[config.mk]
export PLATFORM = sky130hd
export DESIGN_NAME = hdlc_frame_encoder
export DESIGN_NICKNAME = d
export VERILOG_FILES = /design/src/rtl/hfe_pkg.sv /design/src/rtl/hfe_front.sv /design/src/rtl/hfe_cmd_fifo.sv /design/src/rtl/hfe_serializer.sv /design/src/rtl/hdlc_frame_encoder.sv
export SDC_FILE = /design/constraint.sdc
export NUM_CORES = 1
export LEC_CHECK = 0
export BUFFER_PORTS_ARGS = -buffer_cell sky130_fd_sc_hd__buf_2
export CAP_MARGIN = 10
export CORE_MARGIN = 3
export CORE_UTILIZATION = 50
export CTS_CLUSTER_DIAMETER = 150
export DETAILED_ROUTE_END_ITERATION = 10
export PLACE_DENSITY = 0.67
export SYNTH_ARGS = -nofsm -noshare
export SYNTH_HDL_FRONTEND = slang
export SYNTH_SLANG_ARGS = --single-unit
[constraint.sdc]
create_clock -name i_clk -period 7.32 [get_ports i_clk]
set_clock_uncertainty 0.1 [all_clocks]
set_input_delay 0.366 -clock i_clk [delete_from_list [all_inputs] [get_ports i_clk]]
set_output_delay 0.366 -clock i_clk [all_outputs]
set_load 0.02 [all_outputs]
[src/rtl/hfe_pkg.sv]
// Shared types, constants and the CRC byte update for the HDLC frame encoder.
package hfe_pkg;

    localparam logic [7:0]  FLAG_BYTE = 8'h7E;
    localparam logic [15:0] CRC_POLY  = 16'h8408;
    localparam logic [15:0] CRC_INIT  = 16'hFFFF;
    localparam logic [2:0]  STUFF_RUN = 3'd5;
    localparam int          CMD_DEPTH = 2;

    // One classified byte handed from the front to the serializer
    typedef struct packed {
        logic        sof;
        logic        eof;
        logic [7:0]  data;
        logic [15:0] fcs;
    } t_cmd;

    // Reflected CRC-16 update over one byte, LSB first
    function automatic logic [15:0] crc_byte(input logic [15:0] crc, input logic [7:0] data);
        logic [15:0] c;
        c = crc ^ {8'h00, data};
        for (int i = 0; i < 8; i++) begin
            c = c[0] ? ((c >> 1) ^ CRC_POLY) : (c >> 1);
        end
        return c;
    endfunction

endpackage

[src/rtl/hfe_front.sv]
// Front end: accepts frame bytes, runs the CRC and classifies each byte into a command.
module hfe_front (
    input  logic          i_clk,
    input  logic          i_rst_n,
    input  logic          i_cfg_we,
    input  logic          i_cfg_wdata,
    input  logic          i_push,
    input  logic [7:0]    i_data_byte,
    input  logic          i_end_of_frame,
    input  logic          i_cmd_full,
    output logic          o_full,
    output logic          o_cmd_push,
    output hfe_pkg::t_cmd o_cmd
);
    import hfe_pkg::*;

    logic        r_fcs_cmp;
    logic        r_in_frame;
    logic [15:0] r_crc;
    logic [15:0] n_crc;
    logic [15:0] crc_base;

    // Restart the CRC on the first byte of a frame
    assign crc_base   = r_in_frame ? r_crc : CRC_INIT;
    assign n_crc      = crc_byte(crc_base, i_data_byte);
    assign o_full     = i_cmd_full;
    assign o_cmd_push = i_push && !i_cmd_full;

    // Build the command for the serializer
    always_comb begin
        o_cmd.sof  = !r_in_frame;
        o_cmd.eof  = i_end_of_frame;
        o_cmd.data = i_data_byte;
        o_cmd.fcs  = r_fcs_cmp ? ~n_crc : n_crc;
    end

    // Track frame state and the running CRC
    always_ff @(posedge i_clk) begin
        if (!i_rst_n) begin
            r_fcs_cmp  <= 1'b1;
            r_in_frame <= 1'b0;
            r_crc      <= CRC_INIT;
        end else begin
            if (i_cfg_we) begin
                r_fcs_cmp <= i_cfg_wdata;
            end
            if (o_cmd_push) begin
                if (i_end_of_frame) begin
                    r_in_frame <= 1'b0;
                    r_crc      <= CRC_INIT;
                end else begin
                    r_in_frame <= 1'b1;
                    r_crc      <= n_crc;
                end
            end
        end
    end

endmodule

[src/rtl/hfe_cmd_fifo.sv]
// Short command queue between the front end and the serializer.
module hfe_cmd_fifo #(
    parameter int DEPTH = hfe_pkg::CMD_DEPTH
) (
    input  logic          i_clk,
    input  logic          i_rst_n,
    input  logic          i_push,
    input  hfe_pkg::t_cmd i_cmd,
    input  logic          i_pop,
    output logic          o_full,
    output logic          o_empty,
    output hfe_pkg::t_cmd o_head
);
    import hfe_pkg::*;

    localparam int PtrW = (DEPTH > 1) ? $clog2(DEPTH) : 1;
    localparam int CntW = $clog2(DEPTH + 1);

    t_cmd            r_mem [DEPTH];
    logic [PtrW-1:0] r_wr_ptr;
    logic [PtrW-1:0] r_rd_ptr;
    logic [CntW-1:0] r_count;
    logic            do_push;
    logic            do_pop;

    assign o_full  = (r_count == CntW'(DEPTH));
    assign o_empty = (r_count == '0);
    assign o_head  = r_mem[r_rd_ptr];
    assign do_push = i_push && !o_full;
    assign do_pop  = i_pop && !o_empty;

    // Store entries
    always_ff @(posedge i_clk) begin
        if (do_push) begin
            r_mem[r_wr_ptr] <= i_cmd;
        end
    end

    // Advance pointers and the fill count
    always_ff @(posedge i_clk) begin
        if (!i_rst_n) begin
            r_wr_ptr <= '0;
            r_rd_ptr <= '0;
            r_count  <= '0;
        end else begin
            if (do_push) begin
                r_wr_ptr <= (r_wr_ptr == PtrW'(DEPTH - 1)) ? '0 : r_wr_ptr + 1'b1;
            end
            if (do_pop) begin
                r_rd_ptr <= (r_rd_ptr == PtrW'(DEPTH - 1)) ? '0 : r_rd_ptr + 1'b1;
            end
            if (do_push && !do_pop) begin
                r_count <= r_count + 1'b1;
            end else if (do_pop && !do_push) begin
                r_count <= r_count - 1'b1;
            end
        end
    end

endmodule

[src/rtl/hfe_serializer.sv]
// Back end: serializes flags, data and FCS one line bit per cycle while pop takes each beat, with bit stuffing.
module hfe_serializer (
    input  logic          i_clk,
    input  logic          i_rst_n,
    input  logic          i_cmd_valid,
    input  hfe_pkg::t_cmd i_cmd,
    output logic          o_cmd_pop,
    input  logic          i_pop,
    output logic          o_empty,
    output logic          o_line_bit,
    output logic          o_is_flag,
    output logic          o_is_stuffed,
    output logic          o_last_of_run
);
    import hfe_pkg::*;

    localparam logic [2:0] SEG_OPEN   = 3'd0;
    localparam logic [2:0] SEG_DATA   = 3'd1;
    localparam logic [2:0] SEG_FCS_LO = 3'd2;
    localparam logic [2:0] SEG_FCS_HI = 3'd3;
    localparam logic [2:0] SEG_CLOSE  = 3'd4;

    t_cmd       r_cmd;
    logic       r_busy;
    logic [2:0] r_seg;
    logic [2:0] r_idx;
    logic [2:0] r_ones;
    logic       r_stuff_pending;
    logic       r_stuff_last;
    logic       r_out_valid;
    logic       r_line_bit;
    logic       r_is_flag;
    logic       r_is_stuffed;
    logic       r_last_of_run;

    logic       cur_bit;
    logic       flag_seg;
    logic [2:0] ones_inc;
    logic       stuff_need;
    logic       final_pos;
    logic [2:0] n_seg;
    logic       advance;
    logic       emit;
    logic       done;
    logic       load;

    // Select the current bit and the segment that follows
    always_comb begin
        cur_bit  = 1'b0;
        flag_seg = 1'b0;
        n_seg    = SEG_CLOSE;
        unique case (r_seg)
            SEG_OPEN: begin
                cur_bit  = FLAG_BYTE[r_idx];
                flag_seg = 1'b1;
                n_seg    = SEG_DATA;
            end
            SEG_DATA: begin
                cur_bit = r_cmd.data[r_idx];
                n_seg   = SEG_FCS_LO;
            end
            SEG_FCS_LO: begin
                cur_bit = r_cmd.fcs[{1'b0, r_idx}];
                n_seg   = SEG_FCS_HI;
            end
            SEG_FCS_HI: begin
                cur_bit = r_cmd.fcs[{1'b1, r_idx}];
                n_seg   = SEG_CLOSE;
            end
            SEG_CLOSE: begin
                cur_bit  = FLAG_BYTE[r_idx];
                flag_seg = 1'b1;
                n_seg    = SEG_CLOSE;
            end
            default: begin
                cur_bit  = 1'b0;
                flag_seg = 1'b0;
                n_seg    = SEG_CLOSE;
            end
        endcase
    end

    // Stuffing decision and end-of-command detection
    assign ones_inc   = cur_bit ? r_ones + 3'd1 : 3'd0;
    assign stuff_need = !flag_seg && (ones_inc == STUFF_RUN);
    assign final_pos  = (r_idx == 3'd7) &&
                        ((r_seg == SEG_CLOSE) || ((r_seg == SEG_DATA) && !r_cmd.eof));
    assign advance    = !r_out_valid || i_pop;
    assign emit       = r_busy && advance;
    assign done       = emit && (r_stuff_pending ? r_stuff_last : (final_pos && !stuff_need));
    assign load       = i_cmd_valid && (!r_busy || done);
    assign o_cmd_pop  = load;

    assign o_empty       = !r_out_valid;
    assign o_line_bit    = r_line_bit;
    assign o_is_flag     = r_is_flag;
    assign o_is_stuffed  = r_is_stuffed;
    assign o_last_of_run = r_last_of_run;

    // Output beat payload
    always_ff @(posedge i_clk) begin
        if (emit) begin
            if (r_stuff_pending) begin
                r_line_bit    <= 1'b0;
                r_is_flag     <= 1'b0;
                r_is_stuffed  <= 1'b1;
                r_last_of_run <= r_stuff_last;
            end else begin
                r_line_bit    <= cur_bit;
                r_is_flag     <= flag_seg;
                r_is_stuffed  <= 1'b0;
                r_last_of_run <= final_pos && !stuff_need;
            end
        end
        if (load) begin
            r_cmd <= i_cmd;
        end
        if (emit && !r_stuff_pending) begin
            r_stuff_last <= final_pos;
        end
    end

    // Sequence through the segments of each command
    always_ff @(posedge i_clk) begin
        if (!i_rst_n) begin
            r_busy          <= 1'b0;
            r_seg           <= SEG_OPEN;
            r_idx           <= '0;
            r_ones          <= '0;
            r_stuff_pending <= 1'b0;
            r_out_valid     <= 1'b0;
        end else begin
            if (emit) begin
                r_out_valid <= 1'b1;
                if (r_stuff_pending) begin
                    r_stuff_pending <= 1'b0;
                    r_ones          <= '0;
                end else begin
                    r_stuff_pending <= stuff_need;
                    if (final_pos && (r_seg == SEG_CLOSE)) begin
                        r_ones <= '0;
                    end else if (!flag_seg) begin
                        r_ones <= stuff_need ? 3'd0 : ones_inc;
                    end
                end
            end else if (advance) begin
                r_out_valid <= 1'b0;
            end
            // Start the next command, or step the bit position
            if (load) begin
                r_busy <= 1'b1;
                r_seg  <= i_cmd.sof ? SEG_OPEN : SEG_DATA;
                r_idx  <= '0;
            end else begin
                if (done) begin
                    r_busy <= 1'b0;
                end
                if (emit && !r_stuff_pending) begin
                    r_idx <= r_idx + 3'd1;
                    if (r_idx == 3'd7) begin
                        r_seg <= n_seg;
                    end
                end
            end
        end
    end

endmodule

[src/rtl/hdlc_frame_encoder.sv]
// Top level of the HDLC frame encoder: front end, command queue and bit serializer.
//
// Bytes go in on push/full with an end-of-frame mark; line bits come out one per
// beat on empty/pop, LSB first, with flags, bit stuffing and a CRC-16 FCS. The
// serializer sends one line bit per clock while pop takes each beat; a byte inside
// a frame sends 8 data bits plus up to two stuffed zeros, the first byte of a frame
// also the 8-bit opening flag, and the last byte its data and FCS (24 bits with at
// most five stuffed zeros) and the closing flag; a one-byte frame sends up to 44
// line bits. A byte that reaches an idle serializer is first loaded into a register.
// The front end computes the CRC in the cycle a byte is accepted and parks it in a
// queue of CmdDepth commands, so push is taken while the serializer is still
// sending earlier bytes; full rises only when that queue is full. A stalled pop
// holds the current beat and lets the serializer finish nothing further until it
// is taken. i_cfg_wdata written with i_cfg_we selects the ones-complement FCS (1,
// reset value) or the raw CRC (0); write it only while no frame is in progress.
module hdlc_frame_encoder #(
    parameter int CmdDepth = hfe_pkg::CMD_DEPTH
) (
    input  logic       i_clk,
    input  logic       i_rst_n,
    input  logic       i_cfg_we,
    input  logic       i_cfg_wdata,
    input  logic       push,
    output logic       full,
    input  logic [7:0] i_data_byte,
    input  logic       i_end_of_frame,
    output logic       empty,
    input  logic       pop,
    output logic       o_line_bit,
    output logic       o_is_flag,
    output logic       o_is_stuffed,
    output logic       o_last_of_run
);
    import hfe_pkg::*;

    t_cmd front_cmd;
    t_cmd head_cmd;
    logic front_push;
    logic cmd_full;
    logic cmd_empty;
    logic cmd_pop;

    // Accept and classify bytes
    hfe_front u_front (
        .i_clk         (i_clk),
        .i_rst_n       (i_rst_n),
        .i_cfg_we      (i_cfg_we),
        .i_cfg_wdata   (i_cfg_wdata),
        .i_push        (push),
        .i_data_byte   (i_data_byte),
        .i_end_of_frame(i_end_of_frame),
        .i_cmd_full    (cmd_full),
        .o_full        (full),
        .o_cmd_push    (front_push),
        .o_cmd         (front_cmd)
    );

    // Decouple front and back
    hfe_cmd_fifo #(
        .DEPTH(CmdDepth)
    ) u_cmd_fifo (
        .i_clk  (i_clk),
        .i_rst_n(i_rst_n),
        .i_push (front_push),
        .i_cmd  (front_cmd),
        .i_pop  (cmd_pop),
        .o_full (cmd_full),
        .o_empty(cmd_empty),
        .o_head (head_cmd)
    );

    // Serialize onto the line
    hfe_serializer u_serializer (
        .i_clk        (i_clk),
        .i_rst_n      (i_rst_n),
        .i_cmd_valid  (!cmd_empty),
        .i_cmd        (head_cmd),
        .o_cmd_pop    (cmd_pop),
        .i_pop        (pop),
        .o_empty      (empty),
        .o_line_bit   (o_line_bit),
        .o_is_flag    (o_is_flag),
        .o_is_stuffed (o_is_stuffed),
        .o_last_of_run(o_last_of_run)
    );

endmodule

==> results of run 1 <==
==> registers in the layout, indices dropped and copies added, names as in the netlist, 2 cells and up, named ones only <==
register             flops
u_cmd_fifo.r_count       2
u_cmd_fifo.r_mem        52
u_front.r_crc           16
u_serializer.r_cmd      25
u_serializer.r_idx       3
u_serializer.r_ones      3
u_serializer.r_seg       3
==> power breakdown <==
group	internal, mW	switching [mW]	total (mW)
clock	0.562	0.285	0.847
combinational	0.199	0.252	0.451
sequential	0.902	0.0612	0.963
==> per-layer routing <==
layer	vias up	part of all wire	global-route usage
li1	1425	-	-
met1	1398	0.45	0.213
met2	51	0.50	0.285
met3	15	0.031	0.0583
met4	0	0.018	0.0722
met5	-	0	0
==> cell families after synthesis <==
family	after synthesis	synth area share
xor gates and xnor gates	43	0.0752
and+or+nand+nor	91	0.0881
adders and majority gates	4	0.00999
buffers and inverters	34	0.0295
AOI/OAI and AO/OA	48	0.0649
muxes	38	0.0971
DFF	118	0.635
==> placed cells by master, fill, tap and decap left out, types with 3 or more instances in the layout <==
cell,count
edfxtp_1,82
dfxtp_1,36
xnor2_1,34
nand2_1,30
mux2_2,25
nor2_1,22
buf_2,20
clkbuf_16,16
inv_1,15
nand2b_1,14
o22ai_1,14
dlygate4sd3_1,11
o21ai_0,9
xor2_1,9
and2_1,7
mux2i_1,7
mux4_2,6
nor2b_1,4
nor3_1,4
ha_1,4
bufinv_16,4
buf_4,4
a21oi_1,3
o21a_1,3
clkinv_2,3
clkinv_4,3
==> path summary, 6_finish.rpt <==
check,end,slack (ns)
worst max-delay path,u_cmd_fifo.r_count[1],3.66
worst min-delay path,u_serializer.r_out_valid,0.11
worst max register to register,u_cmd_fifo.r_count[1],3.66
worst min register to register,u_front.r_crc[8],0.38
==> cell type report <==
class	count	area (sq um)	area share
clock buffers	20	435	0.0731
inverters	16	60.1	0.0101
repair buffers	36	251	0.0422
multi-input cells	224	1690	0.283
well taps	129	161	0.0271
flip-flops and latches	118	3180	0.535
clock inverters	12	178	0.0298
==> critical path: stages, from the launching register on <==
cell      delay (ns)
dfxtp_1         0.60
mux4_2          0.56
mux2i_1         0.16
nor4_1          0.06
or3_4           0.43
o31a_1          0.33
nor2_2          0.39
inv_1           0.10
ha_1            0.33
or3_1           0.35
a21boi_0        0.18
==> repair_timing <==
item | 4_1_cts | 5_1_grt
gates resized for setup | 0 | 0
hold endpoints to repair | 19 | 0
hold buffers | 11 | 0
==> stage by stage <==
stage,util,worst slack [ns],instances
floorplan,-,3.26,376
global route,0.627,3.42,555
detailed placement,0.549,3.08,511
global placement,0.549,3.22,511
finish,0.627,3.66,555
CTS,0.625,3.07,554
==> results.ini, run 1 <==
[place]
gp_congestion = 0.809
portBuffers = 20
placed_cell_area_sq_mm = 0.00522
hpwl_mm = 5.84

[global_routing]
antenna_found_initial = 0
grt_pass1_wl_mm = 14.6
grt_usage = 0.175
gr-total-overflow = 0
grt_pass1_vias = 2920
grt_max_degree = 32

[timing]
whs_ns = 0.109
finalSetupTns_ns = 0
finalHoldViolations = 0
tightest_slew_ns = 0.973
fmax_ghz = 0.273
drv_slew = 0
slew_headroom = 0.335
rsz0062_at_grt = no
period_share = 0.500
setup_viol = 0
fin_crit_ns = 3.66

[clocking]
cts.sinks = 118
clockBufferDepth = 2
path_clk_slew_ns = 0.05
ctsRootBufferMaster = clkbuf_8
clk_latency_ns = 0.52
cts_made_buffers = 17
cts_tree = done
htree_levels = 4
cts_setup_buffers = 0

[yosys]
synth_cells = 376
synth_area_leader_cell = edfxtp_1
ys_seq_area_frac = 0.635
synth_edf_count = 82
yosys_warnings = 0
synth_flop_cell = edfxtp_1
synth.most_common_cell = edfxtp_1
synthTopCellsByArea = edfxtp_1 (49%), dfxtp_1 (14%), xnor2_1 (5.9%)
yosys.area.top_type_share = 0.491
synth.avg_cell_area_sq_um = 13.3
synth_area_sq_mm = 0.00501
synthDistinctLibCells = 47
async_flop_share = 0
ys_ff_latch = 118
synth_common_cells = edfxtp_1 (82), dfxtp_1 (36), xnor2_1 (34)
synth_fp_nets = 395

[floorplanning]
die_area_sq_mm = 0.0113
coreArea_sq_mm = 0.00950
die_h_um = 106
start_util = 0.527
die_x_um = 106
io_pins = 21
fp-row-count = 35

[route]
ant_nets = 0
dr.pass1.iters = 4
vias = 2889
drt_iter0_drc = 120
wire_per_inst_um = 16.1
drt_wl_total_mm = 8.92
vias_per_cell = 5.21
route.detailed.drc = 0

[worst_setup_path]
critical_path.max_fanout = 9
critical_path_required_ns = 7.65
timing.critical_path.from = u_serializer.r_idx[0]
rr_startpoint = u_serializer.r_idx[0]
startpoint_type = flop
worstPathArrival_ns = 4.00
endpoint_kind = flop
reg2reg_depth = 10
path_class = reg -> reg

[power_and_ir_drop]
max-vdd-ir-drop_mv = 0.209
power_leakage_nw = 2.10
power_mw = 2.26
powerDensity_mw_per_mm2 = 380

[min_path]
hp-start = pop
hold_depth = 3
hp-class = in -> reg

[job]
maxCapViolCount = 0

[finish]
drive_gt1_frac = 0.211
stdcell_area_sq_mm = 0.00595
final_nets = 432
areaGrowthSynthToFinish_pct = 18.8
fill_cells = 752
n_antenna_cell = 0

[status]
status = finished clean

No activity file was read; power rests on OpenSTA's default activity.
==> inputs of run 2 (changes only) <==
clock period = 3.7 ns   (was 7.32 ns; I/O delays follow)
==> results.ini, run 2 (synthesis gave the netlist of run 1 again) <==
[status]
status = finished clean

[global_routing]
antenna_found_initial = 0
gr-total-overflow = 0
grt_max_degree = 32
grt_pass1_wl_mm = 15.2
grt_usage = 0.178
grt_pass1_vias = 2978

[min_path]
holdPathEnd = u_front.r_crc[0]
hp-start = push
hold_depth = 5
hp-class = in -> reg

[timing]
period_share = 0.898
rsz0062_at_grt = no
slew_headroom = 0.547
setup_viol = 0
drv_slew = 0
finalWorstSetupSlack_ns = 0.379
fmax_ghz = 0.301
fin_crit_ns = 3.32
tightest_slew_ns = 0.679
finalSetupTns_ns = 0
finalHoldViolations = 0

[finish]
ff_latch_area_sq_mm = 0.00318
fill_cells = 733
drive_gt1_frac = 0.213
n_antenna_cell = 0
biggestRegsByFlops = u_cmd_fifo.r_mem (52), u_serializer.r_cmd (25), u_front.r_crc (16)
final_cell_mix = edfxtp_1 (82), dfxtp_1 (36), xnor2_1 (34)
regMostFlops = u_cmd_fifo.r_mem
layout_commonest_cell = edfxtp_1
largest_reg_flops = 52
areaGrowthSynthToFinish_pct = 19.2
stdcell_area_sq_mm = 0.00597
final_nets = 438
multiInputGateArea_sq_mm = 0.00169

[route]
vias = 2950
drt_wl_total_mm = 9.04
dr.pass1.iters = 4
drt_iter0_drc = 98
wire_per_inst_um = 16.1
ant_nets = 0
route.detailed.drc = 0
vias_per_cell = 5.26

[job]
maxCapViolCount = 0

[place]
portBuffers = 20
post-place-ws_ns = 0.405
hpwl_mm = 5.90
placed_cell_area_sq_mm = 0.00526
gp_congestion = 0.758

[clocking]
htree_levels = 4
clk_latency_ns = 0.51
path_clk_slew_ns = 0.06
cts.sinks = 118
ctsRootBufferMaster = clkbuf_8
cts_made_buffers = 17
cts_tree = done
cts.repair.resized = 0
clockBufferDepth = 2

[floorplanning]
fp-row-count = 35
coreArea_sq_mm = 0.00950
die_h_um = 106
die_area_sq_mm = 0.0113
io_pins = 21
die_x_um = 106
start_util = 0.527

[worst_setup_path]
path_class = reg -> reg
startpoint_type = flop
endpoint_kind = flop
rr_startpoint = u_serializer.r_idx[0]
rr_endpoint = u_cmd_fifo.r_count[1]
worstPathArrival_ns = 3.64
reg2reg_depth = 10
critical_path.max_fanout = 9
r2r_slack_ns = 0.38
critical_path_required_ns = 4.02

[power_and_ir_drop]
power_leakage_nw = 2.10
max-vdd-ir-drop_mv = 0.382
powerDensity_mw_per_mm2 = 737

## run 2: changes by cell type in the layout (fill, tap and decap cells not counted)
cell           previous run  this run
clkbuf_8                  2         3
bufinv_16                 4         3
buf_4                     4         9
clkinv_4                  3         0
clkbuf_1                  2         4
clkinvlp_4                1         3
dlygate4sd3_1            11        13
inv_6                     1         0
buf_6                     1         0
## run 2: per-layer routing
layer  share of wire  track usage
met3           0.045       0.0565
met5               0            0
met1            0.45        0.230
met2            0.49        0.282
met4           0.011       0.0638
## run 2: metrics by stage
| step | power, mW | cells | util | hold WS [ns] |
|---|---|---|---|---|
| 2_1_floorplan | 2.58 | 376 | - | 0.184 |
| 3_3_place_gp | 2.80 | 516 | 0.553 | 0.288 |
| 3_5_place_dp | 2.82 | 516 | 0.553 | 0.292 |
| 4_1_cts | 4.45 | 561 | 0.628 | 0.191 |
| 5_1_grt | 4.62 | 561 | 0.628 | 0.212 |
| 6_report | 4.40 | 561 | 0.628 | 0.216 |
## run 2: timing repair
item	CTS	global route
hold buffers	13	0
endpoints found under the hold margin	23	0
endpoints found under the setup margin	0	0
buffers inserted	0	0
## run 2: worst max path at each step
stage | start | end | cells after the start
2_1_floorplan | u_serializer.r_idx[0] | u_cmd_fifo.r_count[1] | 11
3_3_place_gp | u_serializer.r_idx[0] | u_cmd_fifo.r_count[1] | 10
3_5_place_dp | u_serializer.r_idx[0] | u_cmd_fifo.r_count[1] | 10
4_1_cts | u_serializer.r_idx[0] | u_cmd_fifo.r_count[1] | 10
5_1_grt | u_serializer.r_idx[0] | u_cmd_fifo.r_count[1] | 10
6_report | u_serializer.r_idx[0] | u_cmd_fifo.r_count[1] | 10
## run 2: cell type report
type	count	area share
Clock buffer	23	0.0765
Clock inverter	9	0.0214
Inverter	16	0.0101
Multi-Input combinational cell	224	0.282
Sequential cell	118	0.533
Tap cell	129	0.0270
Timing Repair Buffer	42	0.0499
## run 2: critical path, stage by stage (launching register included)
cell and delay (ns):
dfxtp_1 0.59, mux4_2 0.55, mux2i_1 0.15, nor4_1 0.06
or3_4 0.42, o31a_1 0.33, nor2_2 0.14, inv_1 0.06
ha_1 0.31, or3_1 0.35, a21boi_0 0.19
## run 2: power breakdown
group          switching (mW)  internal (mW)  total [mW]
logic                   0.497          0.396       0.892
clock network           0.544           1.06        1.60
registers               0.125           1.79        1.91
